## src/rtl/mptb_pkg.sv

```systemverilog
package mptb_pkg;

  localparam int unsigned ChanW      = 8;
  localparam int unsigned ProdW      = 2 * ChanW;
  localparam int unsigned ColorW     = 3 * ChanW;
  localparam int unsigned NumLanes   = 3;
  localparam int unsigned LaneStages = 5;
  // lane stages plus the merge register
  localparam int unsigned PipeDepth  = LaneStages + 1;
  localparam int unsigned CfgIdxW    = 2;
  localparam int unsigned CfgDataW   = ColorW;

  localparam logic [ChanW-1:0] FullScale = 8'd255;
  localparam logic [ChanW-1:0] HalfRound = 8'd127;

  typedef enum logic [CfgIdxW-1:0] {
    CfgPrimary   = 2'd0,
    CfgSecondary = 2'd1,
    CfgMaskEn    = 2'd2,
    CfgMode      = 2'd3
  } cfg_idx_e;

  // per-lane view of the configuration
  typedef struct packed {
    logic [ChanW-1:0] primary;
    logic [ChanW-1:0] secondary;
    logic             mask_en;
    logic             body_mode;
  } lane_cfg_t;

  // load enables, one per lane stage
  typedef struct packed {
    logic [LaneStages-1:0] ld;
  } lane_en_t;

  // floor((x + 127) / 255) for x up to 255*255
  function automatic logic [ChanW-1:0] div255_round(logic [ProdW-1:0] x);
    logic [ProdW:0] y;
    logic [ProdW:0] z;
    y = {1'b0, x} + {{(ProdW-ChanW+1){1'b0}}, HalfRound};
    z = y + {{ChanW{1'b0}}, y[ProdW:ChanW]} + {{ProdW{1'b0}}, 1'b1};
    return z[ProdW-1:ChanW];
  endfunction

endpackage

```

## src/rtl/masked_paint_tint_blend.sv

```systemverilog
// Channel | Direction | Handshake               | Payload
// in      | sink      | in_valid_i / in_stall_o  | src_red/green/blue/alpha, mask_red/green/blue
// out     | source    | out_valid_o / out_stall_i| out_red/green/blue/alpha
// cfg     | sink      | cfg_we_i                 | cfg_idx_i, cfg_data_i
//
// One beat enters per cycle unless in_stall_o is high.
// The path through the block is the lane pipeline: two multiplier stages each followed
// by a divide-by-255 stage, one blend multiply-add stage, and the merge register.
// Reset (rst_ni low, asynchronous) empties the pipeline and clears the
// configuration registers; datapath registers are left as they are.
// A stall on the output holds the merge register; bubbles upstream still fill,
// so in_stall_o only rises once every stage ahead holds a beat.
module masked_paint_tint_blend (
  input  logic                              clk_i,
  input  logic                              rst_ni,
  // configuration write port
  input  logic                              cfg_we_i,
  input  logic [mptb_pkg::CfgIdxW-1:0]      cfg_idx_i,
  input  logic [mptb_pkg::CfgDataW-1:0]     cfg_data_i,
  // pixel input
  input  logic                              in_valid_i,
  output logic                              in_stall_o,
  input  logic [mptb_pkg::ChanW-1:0]        src_red_i,
  input  logic [mptb_pkg::ChanW-1:0]        src_green_i,
  input  logic [mptb_pkg::ChanW-1:0]        src_blue_i,
  input  logic [mptb_pkg::ChanW-1:0]        src_alpha_i,
  input  logic [mptb_pkg::ChanW-1:0]        mask_red_i,
  input  logic [mptb_pkg::ChanW-1:0]        mask_green_i,
  input  logic [mptb_pkg::ChanW-1:0]        mask_blue_i,
  // pixel output
  output logic                              out_valid_o,
  input  logic                              out_stall_i,
  output logic [mptb_pkg::ChanW-1:0]        out_red_o,
  output logic [mptb_pkg::ChanW-1:0]        out_green_o,
  output logic [mptb_pkg::ChanW-1:0]        out_blue_o,
  output logic [mptb_pkg::ChanW-1:0]        out_alpha_o
);

  localparam int unsigned W     = mptb_pkg::ChanW;
  localparam int unsigned Depth = mptb_pkg::PipeDepth;

  // Configuration registers
  logic [mptb_pkg::ColorW-1:0] primary_q, secondary_q;
  logic                        mask_en_q, mode_q;

  always_ff @(posedge clk_i or negedge rst_ni) begin
    if (!rst_ni) begin
      primary_q   <= '0;
      secondary_q <= '0;
      mask_en_q   <= 1'b0;
      mode_q      <= 1'b0;
    end else if (cfg_we_i) begin
      unique case (mptb_pkg::cfg_idx_e'(cfg_idx_i))
        mptb_pkg::CfgPrimary:   primary_q   <= cfg_data_i;
        mptb_pkg::CfgSecondary: secondary_q <= cfg_data_i;
        mptb_pkg::CfgMaskEn:    mask_en_q   <= cfg_data_i[0];
        mptb_pkg::CfgMode:      mode_q      <= cfg_data_i[0];
        default: ;
      endcase
    end
  end

  // Pipeline occupancy. go[k]: stage k may load this cycle, either because
  // it is empty or because its beat moves on. go[Depth] is the sink.
  logic [Depth-1:0] vld_q, vld_d;
  logic [Depth:0]   go;

  always_comb begin
    go[Depth] = ~out_stall_i;
    for (int k = Depth - 1; k >= 0; k--) begin
      go[k] = ~vld_q[k] | go[k+1];
    end
  end

  always_comb begin
    for (int k = 0; k < Depth; k++) begin
      if (go[k]) begin
        vld_d[k] = (k == 0) ? in_valid_i : vld_q[(k == 0) ? 0 : k - 1];
      end else begin
        vld_d[k] = vld_q[k];
      end
    end
  end

  always_ff @(posedge clk_i or negedge rst_ni) begin
    if (!rst_ni) begin
      vld_q <= '0;
    end else begin
      vld_q <= vld_d;
    end
  end

  assign in_stall_o  = ~go[0];
  assign out_valid_o = vld_q[Depth-1];

  // Lanes: one per colour channel, red in lane 0
  mptb_pkg::lane_en_t                                 lane_en;
  mptb_pkg::lane_cfg_t [mptb_pkg::NumLanes-1:0]       lane_cfg;
  logic [mptb_pkg::NumLanes-1:0][W-1:0]               lane_src, lane_mask;
  logic [mptb_pkg::NumLanes-1:0][mptb_pkg::ProdW-1:0] lane_sum;

  assign lane_en.ld = go[mptb_pkg::LaneStages-1:0];

  assign lane_src  = {src_blue_i, src_green_i, src_red_i};
  assign lane_mask = {mask_blue_i, mask_green_i, mask_red_i};

  for (genvar i = 0; i < mptb_pkg::NumLanes; i++) begin : g_lane
    // colours are packed red high, blue low
    assign lane_cfg[i].primary   = primary_q[(mptb_pkg::NumLanes-1-i)*W +: W];
    assign lane_cfg[i].secondary = secondary_q[(mptb_pkg::NumLanes-1-i)*W +: W];
    assign lane_cfg[i].mask_en   = mask_en_q;
    assign lane_cfg[i].body_mode = mode_q;

    mptb_lane u_lane (
      .clk_i   (clk_i),
      .en_i    (lane_en),
      .cfg_i   (lane_cfg[i]),
      .src_i   (lane_src[i]),
      .alpha_i (src_alpha_i),
      .mask_i  (lane_mask[i]),
      .sum_o   (lane_sum[i])
    );
  end

  // Merge: final divide per lane into the output register
  mptb_merge u_merge (
    .clk_i   (clk_i),
    .ld_i    (go[Depth-1]),
    .sum_i   (lane_sum),
    .red_o   (out_red_o),
    .green_o (out_green_o),
    .blue_o  (out_blue_o),
    .alpha_o (out_alpha_o)
  );

  // Full pipeline with a stalled sink must refuse new beats
  a_full_blocks: assert property (@(posedge clk_i) disable iff (!rst_ni)
    ((&vld_q) && out_stall_i) |-> in_stall_o)
    else $error("beat accepted into a full, stalled pipeline");

  // An accepted beat lands in the first lane stage
  a_accept_lands: assert property (@(posedge clk_i) disable iff (!rst_ni)
    (in_valid_i && !in_stall_o) |=> vld_q[0])
    else $error("accepted beat lost at pipeline entry");

  // A first-stage beat that cannot advance is held
  a_stage_holds: assert property (@(posedge clk_i) disable iff (!rst_ni)
    (vld_q[0] && !go[1]) |=> vld_q[0])
    else $error("first-stage beat dropped while blocked");

  // A result not taken stays presented
  a_out_holds: assert property (@(posedge clk_i) disable iff (!rst_ni)
    (out_valid_o && out_stall_i) |=> (out_valid_o && $stable(out_red_o)
                                      && $stable(out_green_o) && $stable(out_blue_o)))
    else $error("stalled output beat changed");

endmodule

```

## src/rtl/mptb_lane.sv

```systemverilog
module mptb_lane (
  input  logic                           clk_i,
  input  mptb_pkg::lane_en_t             en_i,
  input  mptb_pkg::lane_cfg_t            cfg_i,
  input  logic [mptb_pkg::ChanW-1:0]     src_i,
  input  logic [mptb_pkg::ChanW-1:0]     alpha_i,
  input  logic [mptb_pkg::ChanW-1:0]     mask_i,
  output logic [mptb_pkg::ProdW-1:0]     sum_o
);

  localparam int unsigned W  = mptb_pkg::ChanW;
  localparam int unsigned PW = mptb_pkg::ProdW;

  // stage 1: interpolation products and preserve weight
  logic [PW-1:0] s1_mp_q, s1_ms_q;
  logic [W-1:0]  s1_src_q, s1_keep_q, s1_prim_q;
  logic          s1_interp_q;
  // stage 2: tint
  logic [W-1:0]  s2_tint_q, s2_src_q, s2_keep_q;
  // stage 3: tint and preserve products
  logic [PW-1:0] s3_pt_q, s3_pk_q;
  logic [W-1:0]  s3_keep_q;
  // stage 4: tinted channel
  logic [W-1:0]  s4_tinted_q, s4_keep_q;
  logic [PW-1:0] s4_pk_q;
  // stage 5: blend sum
  logic [PW-1:0] s5_sum_q;

  logic [W-1:0]  mask_eff, keep_d, tint_d;
  logic [PW-1:0] interp_sum, blend_sum;

  always_comb begin
    mask_eff = cfg_i.mask_en ? mask_i : '0;
    if (cfg_i.body_mode) begin
      keep_d = (mask_eff > alpha_i) ? mask_eff : alpha_i;
    end else begin
      keep_d = mask_eff;
    end
  end

  always_ff @(posedge clk_i) begin
    if (en_i.ld[0]) begin
      s1_mp_q     <= PW'((mptb_pkg::FullScale - alpha_i) * cfg_i.primary);
      s1_ms_q     <= PW'(alpha_i * cfg_i.secondary);
      s1_src_q    <= src_i;
      s1_keep_q   <= keep_d;
      s1_prim_q   <= cfg_i.primary;
      s1_interp_q <= cfg_i.mask_en & ~cfg_i.body_mode;
    end
  end

  // weights sum to 255, so the interpolation stays within 255*255
  assign interp_sum = s1_mp_q + s1_ms_q;
  assign tint_d     = s1_interp_q ? mptb_pkg::div255_round(interp_sum) : s1_prim_q;

  always_ff @(posedge clk_i) begin
    if (en_i.ld[1]) begin
      s2_tint_q <= tint_d;
      s2_src_q  <= s1_src_q;
      s2_keep_q <= s1_keep_q;
    end
  end

  always_ff @(posedge clk_i) begin
    if (en_i.ld[2]) begin
      s3_pt_q   <= PW'(s2_src_q * s2_tint_q);
      s3_pk_q   <= PW'(s2_src_q * s2_keep_q);
      s3_keep_q <= s2_keep_q;
    end
  end

  always_ff @(posedge clk_i) begin
    if (en_i.ld[3]) begin
      s4_tinted_q <= mptb_pkg::div255_round(s3_pt_q);
      s4_pk_q     <= s3_pk_q;
      s4_keep_q   <= s3_keep_q;
    end
  end

  // bounded by 255*255, so it fits the product width
  assign blend_sum = s4_pk_q + PW'(s4_tinted_q * (mptb_pkg::FullScale - s4_keep_q));

  always_ff @(posedge clk_i) begin
    if (en_i.ld[4]) begin
      s5_sum_q <= blend_sum;
    end
  end

  assign sum_o = s5_sum_q;

endmodule

```

## src/rtl/mptb_merge.sv

```systemverilog
module mptb_merge (
  input  logic                                               clk_i,
  input  logic                                               ld_i,
  input  logic [mptb_pkg::NumLanes-1:0][mptb_pkg::ProdW-1:0] sum_i,
  output logic [mptb_pkg::ChanW-1:0]                         red_o,
  output logic [mptb_pkg::ChanW-1:0]                         green_o,
  output logic [mptb_pkg::ChanW-1:0]                         blue_o,
  output logic [mptb_pkg::ChanW-1:0]                         alpha_o
);

  logic [mptb_pkg::NumLanes-1:0][mptb_pkg::ChanW-1:0] pix_q;

  // lane 0 is red, lane 1 green, lane 2 blue
  always_ff @(posedge clk_i) begin
    if (ld_i) begin
      for (int i = 0; i < mptb_pkg::NumLanes; i++) begin
        pix_q[i] <= mptb_pkg::div255_round(sum_i[i]);
      end
    end
  end

  assign red_o   = pix_q[0];
  assign green_o = pix_q[1];
  assign blue_o  = pix_q[2];
  assign alpha_o = mptb_pkg::FullScale;

endmodule

```

## config.mk

```make
export PLATFORM = sky130hd
export DESIGN_NAME = masked_paint_tint_blend
export DESIGN_NICKNAME = d
export VERILOG_FILES = /design/src/rtl/mptb_pkg.sv /design/src/rtl/masked_paint_tint_blend.sv /design/src/rtl/mptb_lane.sv /design/src/rtl/mptb_merge.sv
export SDC_FILE = /design/constraint.sdc
export NUM_CORES = 2
export LEC_CHECK = 0
export BUFFER_PORTS_ARGS = -buffer_cell sky130_fd_sc_hd__buf_2
export CAP_MARGIN = 5
export CORE_AREA = 3 3 303 305
export CTS_CLUSTER_SIZE = 12
export DETAILED_ROUTE_END_ITERATION = 10
export DIE_AREA = 0 0 306 308
export PLACE_DENSITY = 0.83
export SLEW_MARGIN = 20
export SYNTH_ARGS = -nofsm -noshare
export SYNTH_HDL_FRONTEND = slang
export SYNTH_SLANG_ARGS = --single-unit
export TNS_END_PERCENT = 1
```

## constraint.sdc

```tcl
create_clock -name clk_i -period 7.7 [get_ports clk_i]
set_input_delay 0.77 -clock clk_i [delete_from_list [all_inputs] [get_ports clk_i]]
set_output_delay 0.77 -clock clk_i [all_outputs]
set_load 0.1 [all_outputs]
```

==> run summary <==
Status = complete, no violations
CTS clk-pin slew, worst paths = 50 ps
Most common cell in the netlist = inv_1
Vias in the first global route = 41230
CTS tree = yes
Fmax = 175.9 MHz
Crit-path max FO = 34
Routed vias/inst = 5.634
DRT Pass-1 Iters = 6
Post-synth top area share = 27.44%
GRT overflow = 0
Mapped Area = 57890 um2
Final slew viol count = 0
Number of synthesized flops with an enable pin = 529
CTS buffer count = 69
# resized after CTS = 0
Hold-fix buffers at CTS = 0
Die Wd = 306 um
Clock sinks = 585
Setup-failing EPs final = 0
Ys async rst share = 9.573%
Setup_tns = 0 ps
Clk_lat worst skew = 640 ps
Via count = 38790
Total Nets Final = 7008
Ratio of cells with drive above 1 in the final layout = 6.101%
Synth warn = 0
Register area share after synthesis = 29.86%
Post-synthesis cell count = 5551
Clock skew = 27.32 ps
R2R setup slack = 2320 ps
GR Layer Usage met3 = 4.038%
Antenna violations before repair = 6
Min-Delay Path Class = primary input to async pin
Synth unique cells = 98
Period utilization = 73.84%
Syn_area_per_cell = 10.43 um2
Die H = 308 um
CP endpoint kind = flop
Slew headroom = 28.12%
Die area = 94250 um2
GR Layer Usage met1 = 32.65%
First-pass GRT wire length = 200200 um
Worst Setup SP = src_alpha_i[4]
Post-synth top flop = edfxtp_1
H-tree levels = 3
Critical R2R Launch = g_lane[2].u_lane.s1_ms_q[0]$_DFFE_PN_
GRT busiest layer = met2
CTS root buf = clkbuf_16
Drt wl/cell = 17.27 um
Cell Rows = 110
FF+latch count, synth = 585
DRC errors left = 0
Starting Density = 64.62%
Startpoint types = primary input
Post-detail-place hpwl = 91310 um
Final WL = 118900 um
Gr usage total = 26.12%
Setup bufs post-CTS = 0
Worst path required time = 8070 ps
Crit Path Category = primary input to flop
Area contributors post-synth = edfxtp_1 27%, fa_1 20%, ha_1 15%
ANT nets after route = 0
# IOs = 121
Worst endpoint data arrival time = 6050 ps
RSZ-0062 raised after global routing = false
Max Cap Viol = 0
Fill cells = 6331
GPL Wtd Cong = 0.8883
Core area = 89600 um2
Dpl ws = 1464 ps
Worst-margin pin slew = 1078 ps
Final Hold Viols = 0
Port Buffers = 112
Largest net degree at the start of global routing = 83
Post-route minimum period = 5686 ps
Post-synth top area cell = edfxtp_1
Met2 Resource Use GR = 46.23%
Setup WS post-layout = 2014 ps
Min Hold Slack = 297.6 ps
CTS max path bufs = 3
Number of DRC markers in iteration 0 = 2648
Commonest cells in the netlist = 914 x inv_1, 684 x ha_1, 585 x fa_1
Syn-to-layout area delta = 6.905%
==> area by class of cell <==
class | instances | area (um2) | area share (%)
repair buffers | 132 | 710.7 | 1.148
flip-flops and latches | 585 | 17290 | 27.93
inverters | 917 | 3445 | 5.565
multi-input cells | 3947 | 36780 | 59.42
clock buffers | 87 | 1878 | 3.034
clock inverters | 36 | 309.0 | 0.4993
diodes | 5 | 12.51 | 0.02022
well taps | 1176 | 1471 | 2.377
==> cell families (layout without fill, tap and decap cells) <==
kind of cell / Yosys count / in the layout / synth area share, %
simple gates: 1656 / 1656 / 14.88
buf+inv: 1026 / 1172 / 6.715
xor+xnor: 368 / 368 / 5.706
other cells: 1 / 13 / 0.006477
mux: 69 / 69 / 1.331
flops: 585 / 585 / 29.86
fa+ha+maj: 1269 / 1269 / 35.01
compound gates: 577 / 577 / 6.497
==> layout by cell type, fill, tap and decap left out, drive strengths merged, types with 14 or more instances in the layout <==
master    n
inv     921
nand4    27
edfxtp  529
dfrtp    56
xor2    108
nand3    41
mux2     64
a21oi   159
a21boi   49
clkinv   24
o21a     17
or3      15
nand2   529
nand2b  169
clkbuf   87
o21ai   171
a31oi    17
ha      684
and3     23
and2    337
nor2b   222
nor2    191
fa      585
o31ai    14
nor3     42
xnor2   257
buf     132
a21o     65
==> stage by stage <==
step | instances | instance area, um2 | util (%)
6_report | 6885 | 61890 | 69.08
5_1_grt | 6885 | 61890 | 69.08
4_1_cts | 6880 | 61880 | 69.06
3_5_place_dp | 6757 | 59690 | 66.62
3_3_place_gp | 6757 | 59690 | 66.62
2_1_floorplan | 5558 | 57930 | -
==> worst max-delay path: stages <==
cell and delay (ps):
buf_2 70, buf_4 410, clkinv_1 590, nand2_1 260, fa_1 480, fa_1 560, inv_1 60, fa_1 480
inv_1 50, fa_1 480, inv_1 60, ha_1 300, a21boi_0 150, o21ai_0 160, nand2_1 100, a21o_1 190
a21o_1 190, a21o_1 180, a21oi_1 200, o21ai_0 150, xnor2_1 140
==> per-layer routing <==
layer	share of wire (%)	wire length, um
met2	50	59100
met1	41	48380
met4	3.3	3893
met5	0	0
met3	6.3	7509
==> registers in the layout, indices dropped and copies added (netlist names), 48 cells and up <==
signal / flops
g_lane.u_lane.s1_mp_q: 48
g_lane.u_lane.s1_ms_q: 48
g_lane.u_lane.s3_pk_q: 48
g_lane.u_lane.s3_pt_q: 48
g_lane.u_lane.s4_pk_q: 48
g_lane.u_lane.sum_o: 48
==> final timing paths <==
kind	endpoint	cells past startpoint
min reg2reg	g_lane[1].u_lane.s2_src_q[4]$_DFFE_PP_	0
max in group asynchronous	vld_q[4]$_DFFE_PN0P_	2
min in group clk_i	g_lane[1].u_lane.s1_src_q[3]$_DFFE_PN_	1
min	secondary_q[20]$_DFFE_PN0P_	2
max reg2reg	g_lane[2].u_lane.s2_tint_q[5]$_DFFE_PP_	18
max	g_lane[1].u_lane.s1_mp_q[15]$_DFFE_PN_	21
Power is left out: the tool's default activity adds up to more than one toggle a clock period on the data nets, which glitch-free logic cannot reach.
